==> src/sv/pcs_pkg.sv <==
// Package of the pump cycle supervisor: constants, register indexes, codes,
// the per-tick record passed from the front to the back, and the back's states.
// No dependencies.
package pcs_pkg;

  localparam int TimeWidth = 32;
  localparam int CmpWidth  = (TimeWidth > 32) ? TimeWidth : 32;

  localparam int CfgIdxW  = 3;
  localparam int CfgDataW = 32;
  localparam int InDataW  = 8;
  localparam int OutDataW = 8;

  localparam int QDepth = 4;
  localparam int QPtrW  = $clog2(QDepth);

  // Register values after reset.
  localparam logic [15:0] MinOnReset    = 16'd10000;
  localparam logic [31:0] MaxIdleReset  = 32'd43200000;
  localparam logic [7:0]  AlarmLimReset = 8'd2;
  localparam logic [15:0] PeriodReset   = 16'd2000;
  localparam logic [9:0]  HoldoffReset  = 10'd500;

  typedef enum logic [CfgIdxW-1:0] {
    CfgMinOn        = 3'd0,
    CfgMaxIdle      = 3'd1,
    CfgAlarmLimit   = 3'd2,
    CfgReportPeriod = 3'd3,
    CfgHoldoff      = 3'd4
  } cfg_idx_e;

  localparam logic [1:0] StatusOk         = 2'd0;
  localparam logic [1:0] StatusLowAir     = 2'd1;
  localparam logic [1:0] StatusNoActivity = 2'd2;

  localparam logic [1:0] ToggleNone = 2'd0;
  localparam logic [1:0] ToggleOn   = 2'd1;
  localparam logic [1:0] ToggleOff  = 2'd2;

  localparam logic KindToggle = 1'b0;
  localparam logic KindStatus = 1'b1;

  // Everything the back needs to emit the reports of one tick.
  typedef struct packed {
    logic       tog_v;
    logic [1:0] tog_code;
    logic       rep_v;
    logic [1:0] status;
    logic       pump_on;
  } tick_rec_t;

  typedef struct packed {
    logic full;
    logic empty;
  } q_status_t;

  typedef enum logic [1:0] {
    BkIdle,
    BkToggle,
    BkStatus,
    BkRepToggle
  } back_state_e;

endpackage

==> src/sv/pump_cycle_supervisor.sv <==
// Top level of the pump cycle supervisor: front, record queue and back.
// Depends on pcs_pkg, pcs_front, pcs_queue and pcs_back.
//
// Usage: one input item per millisecond tick carries the sampled pump switch
// level in s_axis_tdata[0]. Each tick yields zero to three report items on the
// master side: a toggle report when the level changes outside the hold-off
// window, and every report_period ticks a status report followed by a toggle
// report repeating the last toggle. tlast marks the final report of a tick.
// The configuration port writes a register at every clock edge with cfg_we_i
// high; the user must write it only while the block is idle (not enforced).
// Throughput: the front takes one tick per cycle while the four-entry record
// queue has room. The back sends one report per cycle from its output
// register while the receiver is ready, so the sustained rate is set by the
// back; silent ticks push no record and so do not occupy it.
// With the queue empty, an accepted tick's record passes the queue, then the
// back's record register, before its first report reaches the output register.
// Reset puts the registers to their defaults, the pump state to off, status
// to no activity and the last toggle to none; no item is pending afterwards.
// When the receiver stalls, the output item holds, the back stops, the queue
// fills and then s_axis_tready drops; nothing is lost.
module pump_cycle_supervisor (
  input  logic                           clk_i,
  input  logic                           rst_ni,
  input  logic                           cfg_we_i,
  input  logic [pcs_pkg::CfgIdxW-1:0]    cfg_addr_i,
  input  logic [pcs_pkg::CfgDataW-1:0]   cfg_wdata_i,
  input  logic                           s_axis_tvalid,
  output logic                           s_axis_tready,
  // [0] pump_level, [7:1] zero
  input  logic [pcs_pkg::InDataW-1:0]    s_axis_tdata,
  output logic                           m_axis_tvalid,
  input  logic                           m_axis_tready,
  // [1:0] code, [2] pump_on, [7:3] zero
  output logic [pcs_pkg::OutDataW-1:0]   m_axis_tdata,
  // [0] report_kind
  output logic                           m_axis_tuser,
  output logic                           m_axis_tlast
);

  logic               push;
  logic               pop;
  pcs_pkg::tick_rec_t wr_rec;
  pcs_pkg::tick_rec_t head_rec;
  pcs_pkg::q_status_t q_status;
  logic [1:0]         code;
  logic               pump_on;

  pcs_front u_front (
    .clk_i        (clk_i),
    .rst_ni       (rst_ni),
    .cfg_we_i     (cfg_we_i),
    .cfg_addr_i   (cfg_addr_i),
    .cfg_wdata_i  (cfg_wdata_i),
    .in_valid_i   (s_axis_tvalid),
    .in_ready_o   (s_axis_tready),
    .pump_level_i (s_axis_tdata[0]),
    .q_status_i   (q_status),
    .push_o       (push),
    .rec_o        (wr_rec)
  );

  pcs_queue u_queue (
    .clk_i    (clk_i),
    .rst_ni   (rst_ni),
    .push_i   (push),
    .wr_rec_i (wr_rec),
    .pop_i    (pop),
    .rd_rec_o (head_rec),
    .status_o (q_status)
  );

  pcs_back u_back (
    .clk_i       (clk_i),
    .rst_ni      (rst_ni),
    .head_rec_i  (head_rec),
    .q_status_i  (q_status),
    .pop_o       (pop),
    .out_valid_o (m_axis_tvalid),
    .out_ready_i (m_axis_tready),
    .kind_o      (m_axis_tuser),
    .code_o      (code),
    .pump_on_o   (pump_on),
    .last_o      (m_axis_tlast)
  );

  assign m_axis_tdata = {(pcs_pkg::OutDataW-3)'(0), pump_on, code};

endmodule

==> src/sv/pcs_front.sv <==
// Front of the pump cycle supervisor: configuration registers and the per-tick
// state update, producing one record per tick that has reports.
// Depends on pcs_pkg.
module pcs_front (
  input  logic                          clk_i,
  input  logic                          rst_ni,
  input  logic                          cfg_we_i,
  input  logic [pcs_pkg::CfgIdxW-1:0]   cfg_addr_i,
  input  logic [pcs_pkg::CfgDataW-1:0]  cfg_wdata_i,
  input  logic                          in_valid_i,
  output logic                          in_ready_o,
  input  logic                          pump_level_i,
  input  pcs_pkg::q_status_t            q_status_i,
  output logic                          push_o,
  output pcs_pkg::tick_rec_t            rec_o
);

  logic [15:0] min_on_q, min_on_d;
  logic [31:0] max_idle_q, max_idle_d;
  logic [7:0]  alarm_lim_q, alarm_lim_d;
  logic [15:0] period_q, period_d;
  logic [9:0]  holdoff_ticks_q, holdoff_ticks_d;

  logic                          pump_q, pump_d;
  logic [9:0]                    holdoff_q, holdoff_d;
  logic [pcs_pkg::TimeWidth-1:0] since_q, since_d;
  logic [15:0]                   report_q, report_d;
  logic [15:0]                   alarm_q, alarm_d;
  logic [15:0]                   good_q, good_d;
  logic [1:0]                    status_q, status_d;
  logic [1:0]                    toggle_q, toggle_d;
  logic                          flag_q, flag_d;

  logic                          accept;
  logic                          since_sat;
  logic [pcs_pkg::TimeWidth-1:0] since_inc;
  logic [15:0]                   report_inc;
  logic [15:0]                   alarm_inc;
  logic [15:0]                   good_inc;
  logic                          toggle;
  logic                          on_edge;
  logic                          short_run;
  logic                          idle_hit;
  logic                          rep_fire;

  assign in_ready_o = !q_status_i.full;
  assign accept     = in_valid_i && in_ready_o;

  always_comb begin
    min_on_d        = min_on_q;
    max_idle_d      = max_idle_q;
    alarm_lim_d     = alarm_lim_q;
    period_d        = period_q;
    holdoff_ticks_d = holdoff_ticks_q;
    if (cfg_we_i) begin
      unique case (pcs_pkg::cfg_idx_e'(cfg_addr_i))
        pcs_pkg::CfgMinOn:        min_on_d        = cfg_wdata_i[15:0];
        pcs_pkg::CfgMaxIdle:      max_idle_d      = cfg_wdata_i[31:0];
        pcs_pkg::CfgAlarmLimit:   alarm_lim_d     = cfg_wdata_i[7:0];
        pcs_pkg::CfgReportPeriod: period_d        = cfg_wdata_i[15:0];
        pcs_pkg::CfgHoldoff:      holdoff_ticks_d = cfg_wdata_i[9:0];
        default: ;
      endcase
    end
  end

  always_comb begin
    since_sat  = (since_q == '1);
    since_inc  = since_sat ? since_q : since_q + 1'b1;
    report_inc = (report_q == '1) ? report_q : report_q + 16'd1;
    alarm_inc  = (alarm_q == '1) ? alarm_q : alarm_q + 16'd1;
    good_inc   = (good_q == '1) ? good_q : good_q + 16'd1;
    toggle     = (holdoff_q == '0) && (pump_level_i != pump_q);
    on_edge    = toggle && pump_level_i;
    short_run  = since_inc < pcs_pkg::TimeWidth'(min_on_q);
    // The incremented count exceeds the limit exactly when the old count
    // reaches it, unless the count is stuck at its ceiling.
    if (since_sat) begin
      idle_hit = pcs_pkg::CmpWidth'(since_q) > pcs_pkg::CmpWidth'(max_idle_q);
    end else begin
      idle_hit = pcs_pkg::CmpWidth'(since_q) >= pcs_pkg::CmpWidth'(max_idle_q);
    end
    idle_hit = idle_hit && !on_edge;
    rep_fire = report_inc >= period_q;

    pump_d    = pump_q;
    holdoff_d = holdoff_q;
    since_d   = since_q;
    report_d  = report_q;
    alarm_d   = alarm_q;
    good_d    = good_q;
    status_d  = status_q;
    toggle_d  = toggle_q;
    flag_d    = flag_q;

    if (accept) begin
      since_d  = on_edge ? '0 : since_inc;
      report_d = rep_fire ? '0 : report_inc;
      if (holdoff_q != '0) begin
        holdoff_d = holdoff_q - 10'd1;
      end else if (toggle) begin
        pump_d    = pump_level_i;
        holdoff_d = holdoff_ticks_q;
        if (pump_level_i) begin
          toggle_d = pcs_pkg::ToggleOn;
        end else begin
          toggle_d = pcs_pkg::ToggleOff;
          if (short_run) begin
            alarm_d = alarm_inc;
            if (alarm_inc >= {8'd0, alarm_lim_q}) begin
              status_d = pcs_pkg::StatusLowAir;
              good_d   = '0;
            end
          end else begin
            good_d = good_inc;
            if (good_inc > alarm_q) begin
              status_d = pcs_pkg::StatusOk;
              alarm_d  = '0;
            end
          end
        end
      end
      if (idle_hit) begin
        if (!flag_q) begin
          status_d = pcs_pkg::StatusNoActivity;
          flag_d   = 1'b1;
        end
      end else begin
        flag_d = 1'b0;
      end
    end

    push_o         = accept && (toggle || rep_fire);
    rec_o.tog_v    = toggle;
    rec_o.tog_code = toggle_d;
    rec_o.rep_v    = rep_fire;
    rec_o.status   = status_d;
    rec_o.pump_on  = pump_d;
  end

  always_ff @(posedge clk_i or negedge rst_ni) begin
    if (!rst_ni) begin
      min_on_q        <= pcs_pkg::MinOnReset;
      max_idle_q      <= pcs_pkg::MaxIdleReset;
      alarm_lim_q     <= pcs_pkg::AlarmLimReset;
      period_q        <= pcs_pkg::PeriodReset;
      holdoff_ticks_q <= pcs_pkg::HoldoffReset;
      pump_q          <= 1'b0;
      holdoff_q       <= '0;
      since_q         <= '0;
      report_q        <= '0;
      alarm_q         <= '0;
      good_q          <= '0;
      status_q        <= pcs_pkg::StatusNoActivity;
      toggle_q        <= pcs_pkg::ToggleNone;
      flag_q          <= 1'b0;
    end else begin
      min_on_q        <= min_on_d;
      max_idle_q      <= max_idle_d;
      alarm_lim_q     <= alarm_lim_d;
      period_q        <= period_d;
      holdoff_ticks_q <= holdoff_ticks_d;
      pump_q          <= pump_d;
      holdoff_q       <= holdoff_d;
      since_q         <= since_d;
      report_q        <= report_d;
      alarm_q         <= alarm_d;
      good_q          <= good_d;
      status_q        <= status_d;
      toggle_q        <= toggle_d;
      flag_q          <= flag_d;
    end
  end

`ifndef ASSERT_OFF
  // A hold-off window never lets a toggle through.
  a_no_toggle_in_holdoff: assert property (@(posedge clk_i) disable iff (!rst_ni)
    (accept && holdoff_q != '0) |-> !toggle)
    else $error("toggle taken inside hold-off window");
  // An accepted on edge restarts the on-time count.
  a_on_edge_clears: assert property (@(posedge clk_i) disable iff (!rst_ni)
    (accept && on_edge) |=> (since_q == '0 && pump_q))
    else $error("on edge did not restart on-time count");
  // Records are only pushed while the queue has room.
  a_push_room: assert property (@(posedge clk_i) disable iff (!rst_ni)
    push_o |-> !q_status_i.full)
    else $error("record pushed into full queue");
`endif

endmodule

==> src/sv/pcs_queue.sv <==
// Short queue of per-tick records between the front and the back of the
// pump cycle supervisor. Depends on pcs_pkg.
module pcs_queue (
  input  logic               clk_i,
  input  logic               rst_ni,
  input  logic               push_i,
  input  pcs_pkg::tick_rec_t wr_rec_i,
  input  logic               pop_i,
  output pcs_pkg::tick_rec_t rd_rec_o,
  output pcs_pkg::q_status_t status_o
);

  pcs_pkg::tick_rec_t             mem_q [pcs_pkg::QDepth];
  logic [pcs_pkg::QPtrW-1:0]      wr_ptr_q, wr_ptr_d;
  logic [pcs_pkg::QPtrW-1:0]      rd_ptr_q, rd_ptr_d;
  logic [pcs_pkg::QPtrW:0]        count_q, count_d;

  always_comb begin
    status_o.full  = (count_q == (pcs_pkg::QPtrW+1)'(pcs_pkg::QDepth));
    status_o.empty = (count_q == '0);
    rd_rec_o       = mem_q[rd_ptr_q];
    wr_ptr_d       = push_i ? wr_ptr_q + 1'b1 : wr_ptr_q;
    rd_ptr_d       = pop_i ? rd_ptr_q + 1'b1 : rd_ptr_q;
    count_d        = count_q;
    if (push_i && !pop_i) begin
      count_d = count_q + 1'b1;
    end else if (pop_i && !push_i) begin
      count_d = count_q - 1'b1;
    end
  end

  always_ff @(posedge clk_i) begin
    if (push_i) begin
      mem_q[wr_ptr_q] <= wr_rec_i;
    end
  end

  always_ff @(posedge clk_i or negedge rst_ni) begin
    if (!rst_ni) begin
      wr_ptr_q <= '0;
      rd_ptr_q <= '0;
      count_q  <= '0;
    end else begin
      wr_ptr_q <= wr_ptr_d;
      rd_ptr_q <= rd_ptr_d;
      count_q  <= count_d;
    end
  end

`ifndef ASSERT_OFF
  // Fill level stays within the queue depth.
  a_count_range: assert property (@(posedge clk_i) disable iff (!rst_ni)
    count_q <= (pcs_pkg::QPtrW+1)'(pcs_pkg::QDepth))
    else $error("queue fill level out of range");
  // Pointers and fill level stay consistent.
  a_ptr_gap: assert property (@(posedge clk_i) disable iff (!rst_ni)
    (wr_ptr_q - rd_ptr_q) == count_q[pcs_pkg::QPtrW-1:0])
    else $error("queue pointers disagree with fill level");
  // No pop from an empty queue.
  a_no_underflow: assert property (@(posedge clk_i) disable iff (!rst_ni)
    pop_i |-> !status_o.empty)
    else $error("pop from empty queue");
`endif

endmodule

==> src/sv/pcs_back.sv <==
// Back of the pump cycle supervisor: takes per-tick records from the queue
// and sends their reports one item per cycle while the receiver is ready,
// through an output register. Depends on pcs_pkg.
module pcs_back (
  input  logic               clk_i,
  input  logic               rst_ni,
  input  pcs_pkg::tick_rec_t head_rec_i,
  input  pcs_pkg::q_status_t q_status_i,
  output logic               pop_o,
  output logic               out_valid_o,
  input  logic               out_ready_i,
  output logic               kind_o,
  output logic [1:0]         code_o,
  output logic               pump_on_o,
  output logic               last_o
);

  pcs_pkg::back_state_e state_q, state_d;
  pcs_pkg::tick_rec_t   rec_q, rec_d;
  logic                 valid_q, valid_d;
  logic                 kind_q, kind_d;
  logic [1:0]           code_q, code_d;
  logic                 pump_q, pump_d;
  logic                 last_q, last_d;
  logic                 out_free;
  logic                 load;

  always_comb begin
    out_free = !valid_q || out_ready_i;
    load     = (state_q != pcs_pkg::BkIdle) && out_free;
    state_d  = state_q;
    rec_d    = rec_q;
    kind_d   = kind_q;
    code_d   = code_q;
    pump_d   = pump_q;
    last_d   = last_q;
    pop_o    = 1'b0;

    unique case (state_q)
      pcs_pkg::BkToggle: begin
        kind_d = pcs_pkg::KindToggle;
        code_d = rec_q.tog_code;
        last_d = !rec_q.rep_v;
        if (load) begin
          state_d = rec_q.rep_v ? pcs_pkg::BkStatus : pcs_pkg::BkIdle;
        end
      end
      pcs_pkg::BkStatus: begin
        kind_d = pcs_pkg::KindStatus;
        code_d = rec_q.status;
        last_d = 1'b0;
        if (load) begin
          state_d = pcs_pkg::BkRepToggle;
        end
      end
      pcs_pkg::BkRepToggle: begin
        kind_d = pcs_pkg::KindToggle;
        code_d = rec_q.tog_code;
        last_d = 1'b1;
        if (load) begin
          state_d = pcs_pkg::BkIdle;
        end
      end
      default: ;
    endcase

    if (!load) begin
      kind_d = kind_q;
      code_d = code_q;
      last_d = last_q;
    end else begin
      pump_d = rec_q.pump_on;
    end

    // Pick up the next record as soon as the current one is done.
    if (state_d == pcs_pkg::BkIdle && !q_status_i.empty) begin
      pop_o   = 1'b1;
      rec_d   = head_rec_i;
      state_d = head_rec_i.tog_v ? pcs_pkg::BkToggle : pcs_pkg::BkStatus;
    end

    if (load) begin
      valid_d = 1'b1;
    end else if (out_ready_i) begin
      valid_d = 1'b0;
    end else begin
      valid_d = valid_q;
    end
  end

  always_ff @(posedge clk_i) begin
    rec_q  <= rec_d;
    kind_q <= kind_d;
    code_q <= code_d;
    pump_q <= pump_d;
    last_q <= last_d;
  end

  always_ff @(posedge clk_i or negedge rst_ni) begin
    if (!rst_ni) begin
      state_q <= pcs_pkg::BkIdle;
      valid_q <= 1'b0;
    end else begin
      state_q <= state_d;
      valid_q <= valid_d;
    end
  end

  assign out_valid_o = valid_q;
  assign kind_o      = kind_q;
  assign code_o      = code_q;
  assign pump_on_o   = pump_q;
  assign last_o      = last_q;

`ifndef ASSERT_OFF
  // No report carries the unused code.
  a_code_range: assert property (@(posedge clk_i) disable iff (!rst_ni)
    valid_q |-> (code_q != 2'd3))
    else $error("report with unused code");
  // A status report is always followed by the toggle report of its tick.
  a_status_not_last: assert property (@(posedge clk_i) disable iff (!rst_ni)
    (valid_q && kind_q == pcs_pkg::KindStatus) |-> !last_q)
    else $error("status report marked last");
  a_status_then_toggle: assert property (@(posedge clk_i) disable iff (!rst_ni)
    (valid_q && out_ready_i && kind_q == pcs_pkg::KindStatus) |=>
      (valid_q && kind_q == pcs_pkg::KindToggle && last_q))
    else $error("status report not followed by toggle report");
`endif

endmodule

==> config.mk <==
export PLATFORM = sky130hd
export DESIGN_NAME = pump_cycle_supervisor
export DESIGN_NICKNAME = d
export VERILOG_FILES = /design/src/sv/pcs_pkg.sv /design/src/sv/pump_cycle_supervisor.sv /design/src/sv/pcs_front.sv /design/src/sv/pcs_queue.sv /design/src/sv/pcs_back.sv
export SDC_FILE = /design/constraint.sdc
export NUM_CORES = 1
export LEC_CHECK = 0
export ABC_AREA = 1
export BUFFER_PORTS_ARGS = -buffer_cell sky130_fd_sc_hd__buf_4
export CORE_AREA = 2 2 215 217
export CTS_CLUSTER_SIZE = 30
export DETAILED_ROUTE_END_ITERATION = 8
export DIE_AREA = 0 0 217 219
export GPL_TIMING_DRIVEN = 0
export HOLD_SLACK_MARGIN = 0.1
export SYNTH_ARGS = -nofsm -noshare
export SYNTH_HDL_FRONTEND = slang
export SYNTH_SLANG_ARGS = --single-unit
==> constraint.sdc <==
create_clock -name clk_i -period 5.9 [get_ports clk_i]
set_input_delay 0.295 -clock clk_i [delete_from_list [all_inputs] [get_ports clk_i]]
set_output_delay 0.295 -clock clk_i [all_outputs]
set_load 0.05 [all_outputs]
==> impl_metrics.toml <==
[global_route]
grt_start_max_net_pins = 118
grt_overflow_total = 0
grt_antenna_before_repair = 1
grt_usage_pct = 14.4
grt_pass1_wl_um = 55600
grt_pass1_vias = 11000

[detailed_routing]
wl_per_cell_um = 14.1
viasPerCell = 4.68
first_pass_iters = 6
vias = 11300
drt.antenna.violating_nets = 0
wl_um = 33900
drc_errors = 0
drt-initial-drc-count = 700

[hold_path]
hp-class = "in -> reg"

[finish]
final_cell_area_sq_um = 15700
antenna_cells = 0
nNetsFinal = 1929
area_growth_pct = 17.3
final_core_util_pct = 34.8
drive_above_1_share_pct = 9.32
nFillCells = 4712

[synth]
synth.most_common_cell = "nand2_1"
synthDistinctLibCells = 49
synthTopCellsByArea = "dfrtp_1 (30%), nand2_1 (12%), ha_1 (9.1%)"
synth.cells.most_frequent = "nand2_1 (435), inv_1 (218), dfrtp_1 (160), o21ai_0 (157), nor2_1 (154)"
synth_edf_count = 39
netlist_instances = 1678
synth_top_area_cell = "dfrtp_1"
synth_ff_type = "dfrtp_1"
synth.avg_cell_area_sq_um = 7.97
mappedNetlistArea_sq_um = 13400
ys_warn_count = 0
synthArstFlopShare_pct = 82.8
synth_top_area_share_pct = 30.0
ys_seq_area_share_pct = 44.2
synth_seq_cells = 227

[clock_tree]
clk_pin_slew_worst_paths_ns = 0.06
cts_setup_buffers = 0
cts_tree = "yes"
cts_buffers = 26
cts_hold_buf = 25
clock_path_buffers = 3
cts_root_buffer = "clkbuf_16"
h-tree-depth = 1
cts_resized = 0
clk_latency_ns = 0.55
cts_sinks = 227

[timing]
slew_viol_final = 0
holdWs_ns = 0.121
finalCritPeriodShare_pct = 89.7
finClkSkew_ns = 0.00975
rsz0062_at_grt = "no"
hold_viol_final = 0
max_freq_mhz = 189
tightestPinTransition_ns = 1.35
maxSlewHeadroom_pct = 10.1
finalCriticalPeriod_ns = 5.29
setup_violations = 0
fin_setup_tns_ns = 0

[floorplanning]
start_util_pct = 29.6
rows = 78
pin_count = 60
die_h_um = 219
dieWidth_um = 217
die-area_sq_um = 47500
core_area_sq_um = 45100

[worst_setup_path]
crit_path_start = "u_front.report_q[0]$_DFFE_PN0P_"
worst-setup-path-type = "reg -> reg"
reg2regPathDepth = 22
cp_max_fo = 9
r2r_end = "u_queue.count_q[1]$_DFFE_PN0P_"
cp-start-kind = "register"
endpoint_kind = "register"
cp.arrival_ns = 5.73
r2r_slack_ns = 0.61
crit_path_end = "u_queue.count_q[1]$_DFFE_PN0P_"
crit_required_ns = 6.34
r2r-start = "u_front.report_q[0]$_DFFE_PN0P_"

[power]
ir_drop_mv = 0.257
p_per_area_nw_per_um2 = 395
p_leak_nw = 7.27

[run]
cap_violations = 0

[outcome]
outcome = "finished clean"

[place]
hpwl_um = 25400
port_buffers = 47
gp_congestion = 0.914
placed_area_sq_um = 14500
metal layers:
metal	GRT usage, %	share of wire (%)	vias to the layer above
met5	0	0.050	-
met4	3.61	2.4	2
li1	-	-	5681
met3	2.33	4.9	58
met2	24.5	47	227
met1	19.0	45	5286
final cells by class:
| type | count | area, sq um | share of cell area (%) |
|---|---|---|---|
| Timing Repair Buffer | 73 | 638 | 4.07 |
| Clock inverter | 18 | 213 | 1.36 |
| Inverter | 220 | 826 | 5.27 |
| Clock buffer | 30 | 696 | 4.44 |
| Sequential cell | 227 | 5910 | 37.7 |
| Tap cell | 600 | 751 | 4.79 |
| Multi-Input combinational cell | 1188 | 6400 | 40.9 |
| Buffer | 47 | 239 | 1.52 |
power breakdown:
part	internal [mW]	total (mW)	switching, mW
sequential	2.02	2.32	0.292
combinational	0.742	2.15	1.41
clock	1.02	1.72	0.697
total	3.79	6.19	2.40
per-stage QoR:
| step | setup WS [ns] | total power [mW] | cells |
|---|---|---|---|
| floorplan | 1.78 | 3.83 | 1682 |
| global placement | 0.755 | 4.41 | 2329 |
| detailed placement | 0.628 | 4.48 | 2330 |
| CTS | 0.620 | 6.25 | 2403 |
| global route | 0.113 | 6.67 | 2403 |
| finish | 0.606 | 6.19 | 2403 |
flip-flops by register name (all words and copies together), names as in the netlist, 16 cells and up:
| signal | cells |
|---|---|
| u_front.min_on_q | 16 |
| u_front.since_q | 32 |
| u_queue.mem_q | 28 |
| u_front.alarm_q | 16 |
| u_front.good_q | 16 |
| u_front.period_q | 16 |
| u_front.max_idle_q | 32 |
| u_front.report_q | 16 |
layout by cell type (no fill, tap or decap), types with 7 or more instances in the layout:
cell type      count
nand2_1          435
edfxtp_1          39
nand4_1           23
nor4_1             8
o22ai_1           22
clkbuf_16         26
nand3_1           56
nor3_1            26
dlygate4sd3_1     25
dfstp_2           28
o21ai_1           14
inv_1            218
o21ai_0          157
buf_4             54
nor2_2             8
clkinv_2           7
ha_1              97
xnor2_1           11
xor2_1            40
nor2_1           154
clkbuf_1          32
dfrtp_1          160
a21oi_1           74
logic make-up after synthesis:
kind of cell / after synthesis / synth area share (%)
AOI/OAI and AO/OA: 296 / 11.9
xor gates and xnor gates: 51 / 3.34
buffers and inverters: 267 / 7.97
DFF: 227 / 44.2
adders and majority gates: 98 / 9.23
other: 1 / 0.0281
and+or+nand+nor: 737 / 23.3
muxes: 1 / 0.0842
how the worst min path moves through the flow:
stage / slack, ns / endpoint / cells past startpoint / start
after floorplan: -0.0006 / u_back.out_valid_o$_DFFE_PN0P_ / 0 / rst_ni
after global placement: 0.40 / u_back.pump_on_o$_DFFE_PP_ / 0 / u_back.rec_q[0]$_DFFE_PP_
after detailed placement: 0.31 / u_front.good_q[10]$_DFFE_PN0P_ / 1 / rst_ni
after CTS: 0.11 / u_front.max_idle_q[6]$_DFFE_PN0P_ / 3 / cfg_wdata_i[6]
after global routing: 0.12 / u_front.holdoff_ticks_q[3]$_DFFE_PN0P_ / 3 / cfg_wdata_i[3]
final: 0.12 / u_front.alarm_lim_q[4]$_DFFE_PN0P_ / 3 / cfg_wdata_i[4]
worst max-delay path, stage by stage, from the launching register on:
cell	delay, ns
dfrtp_1	0.42
ha_1	0.20
nand2_1	0.05
inv_1	0.09
nand3_1	0.22
nor2_1	0.25
nand2_1	0.10
nor3_1	0.48
inv_1	0.21
nand3_1	0.13
xor2_1	0.20
ha_1	0.27
a21oi_1	0.15
o21ai_0	0.08
a21oi_1	0.19
nand3_1	0.39
or2_2	0.41
nand2_1	0.17
inv_1	0.12
ha_1	0.21
inv_1	0.11
fa_1	0.43
mux2_2	0.28
No activity file was read; power rests on OpenSTA's default activity.
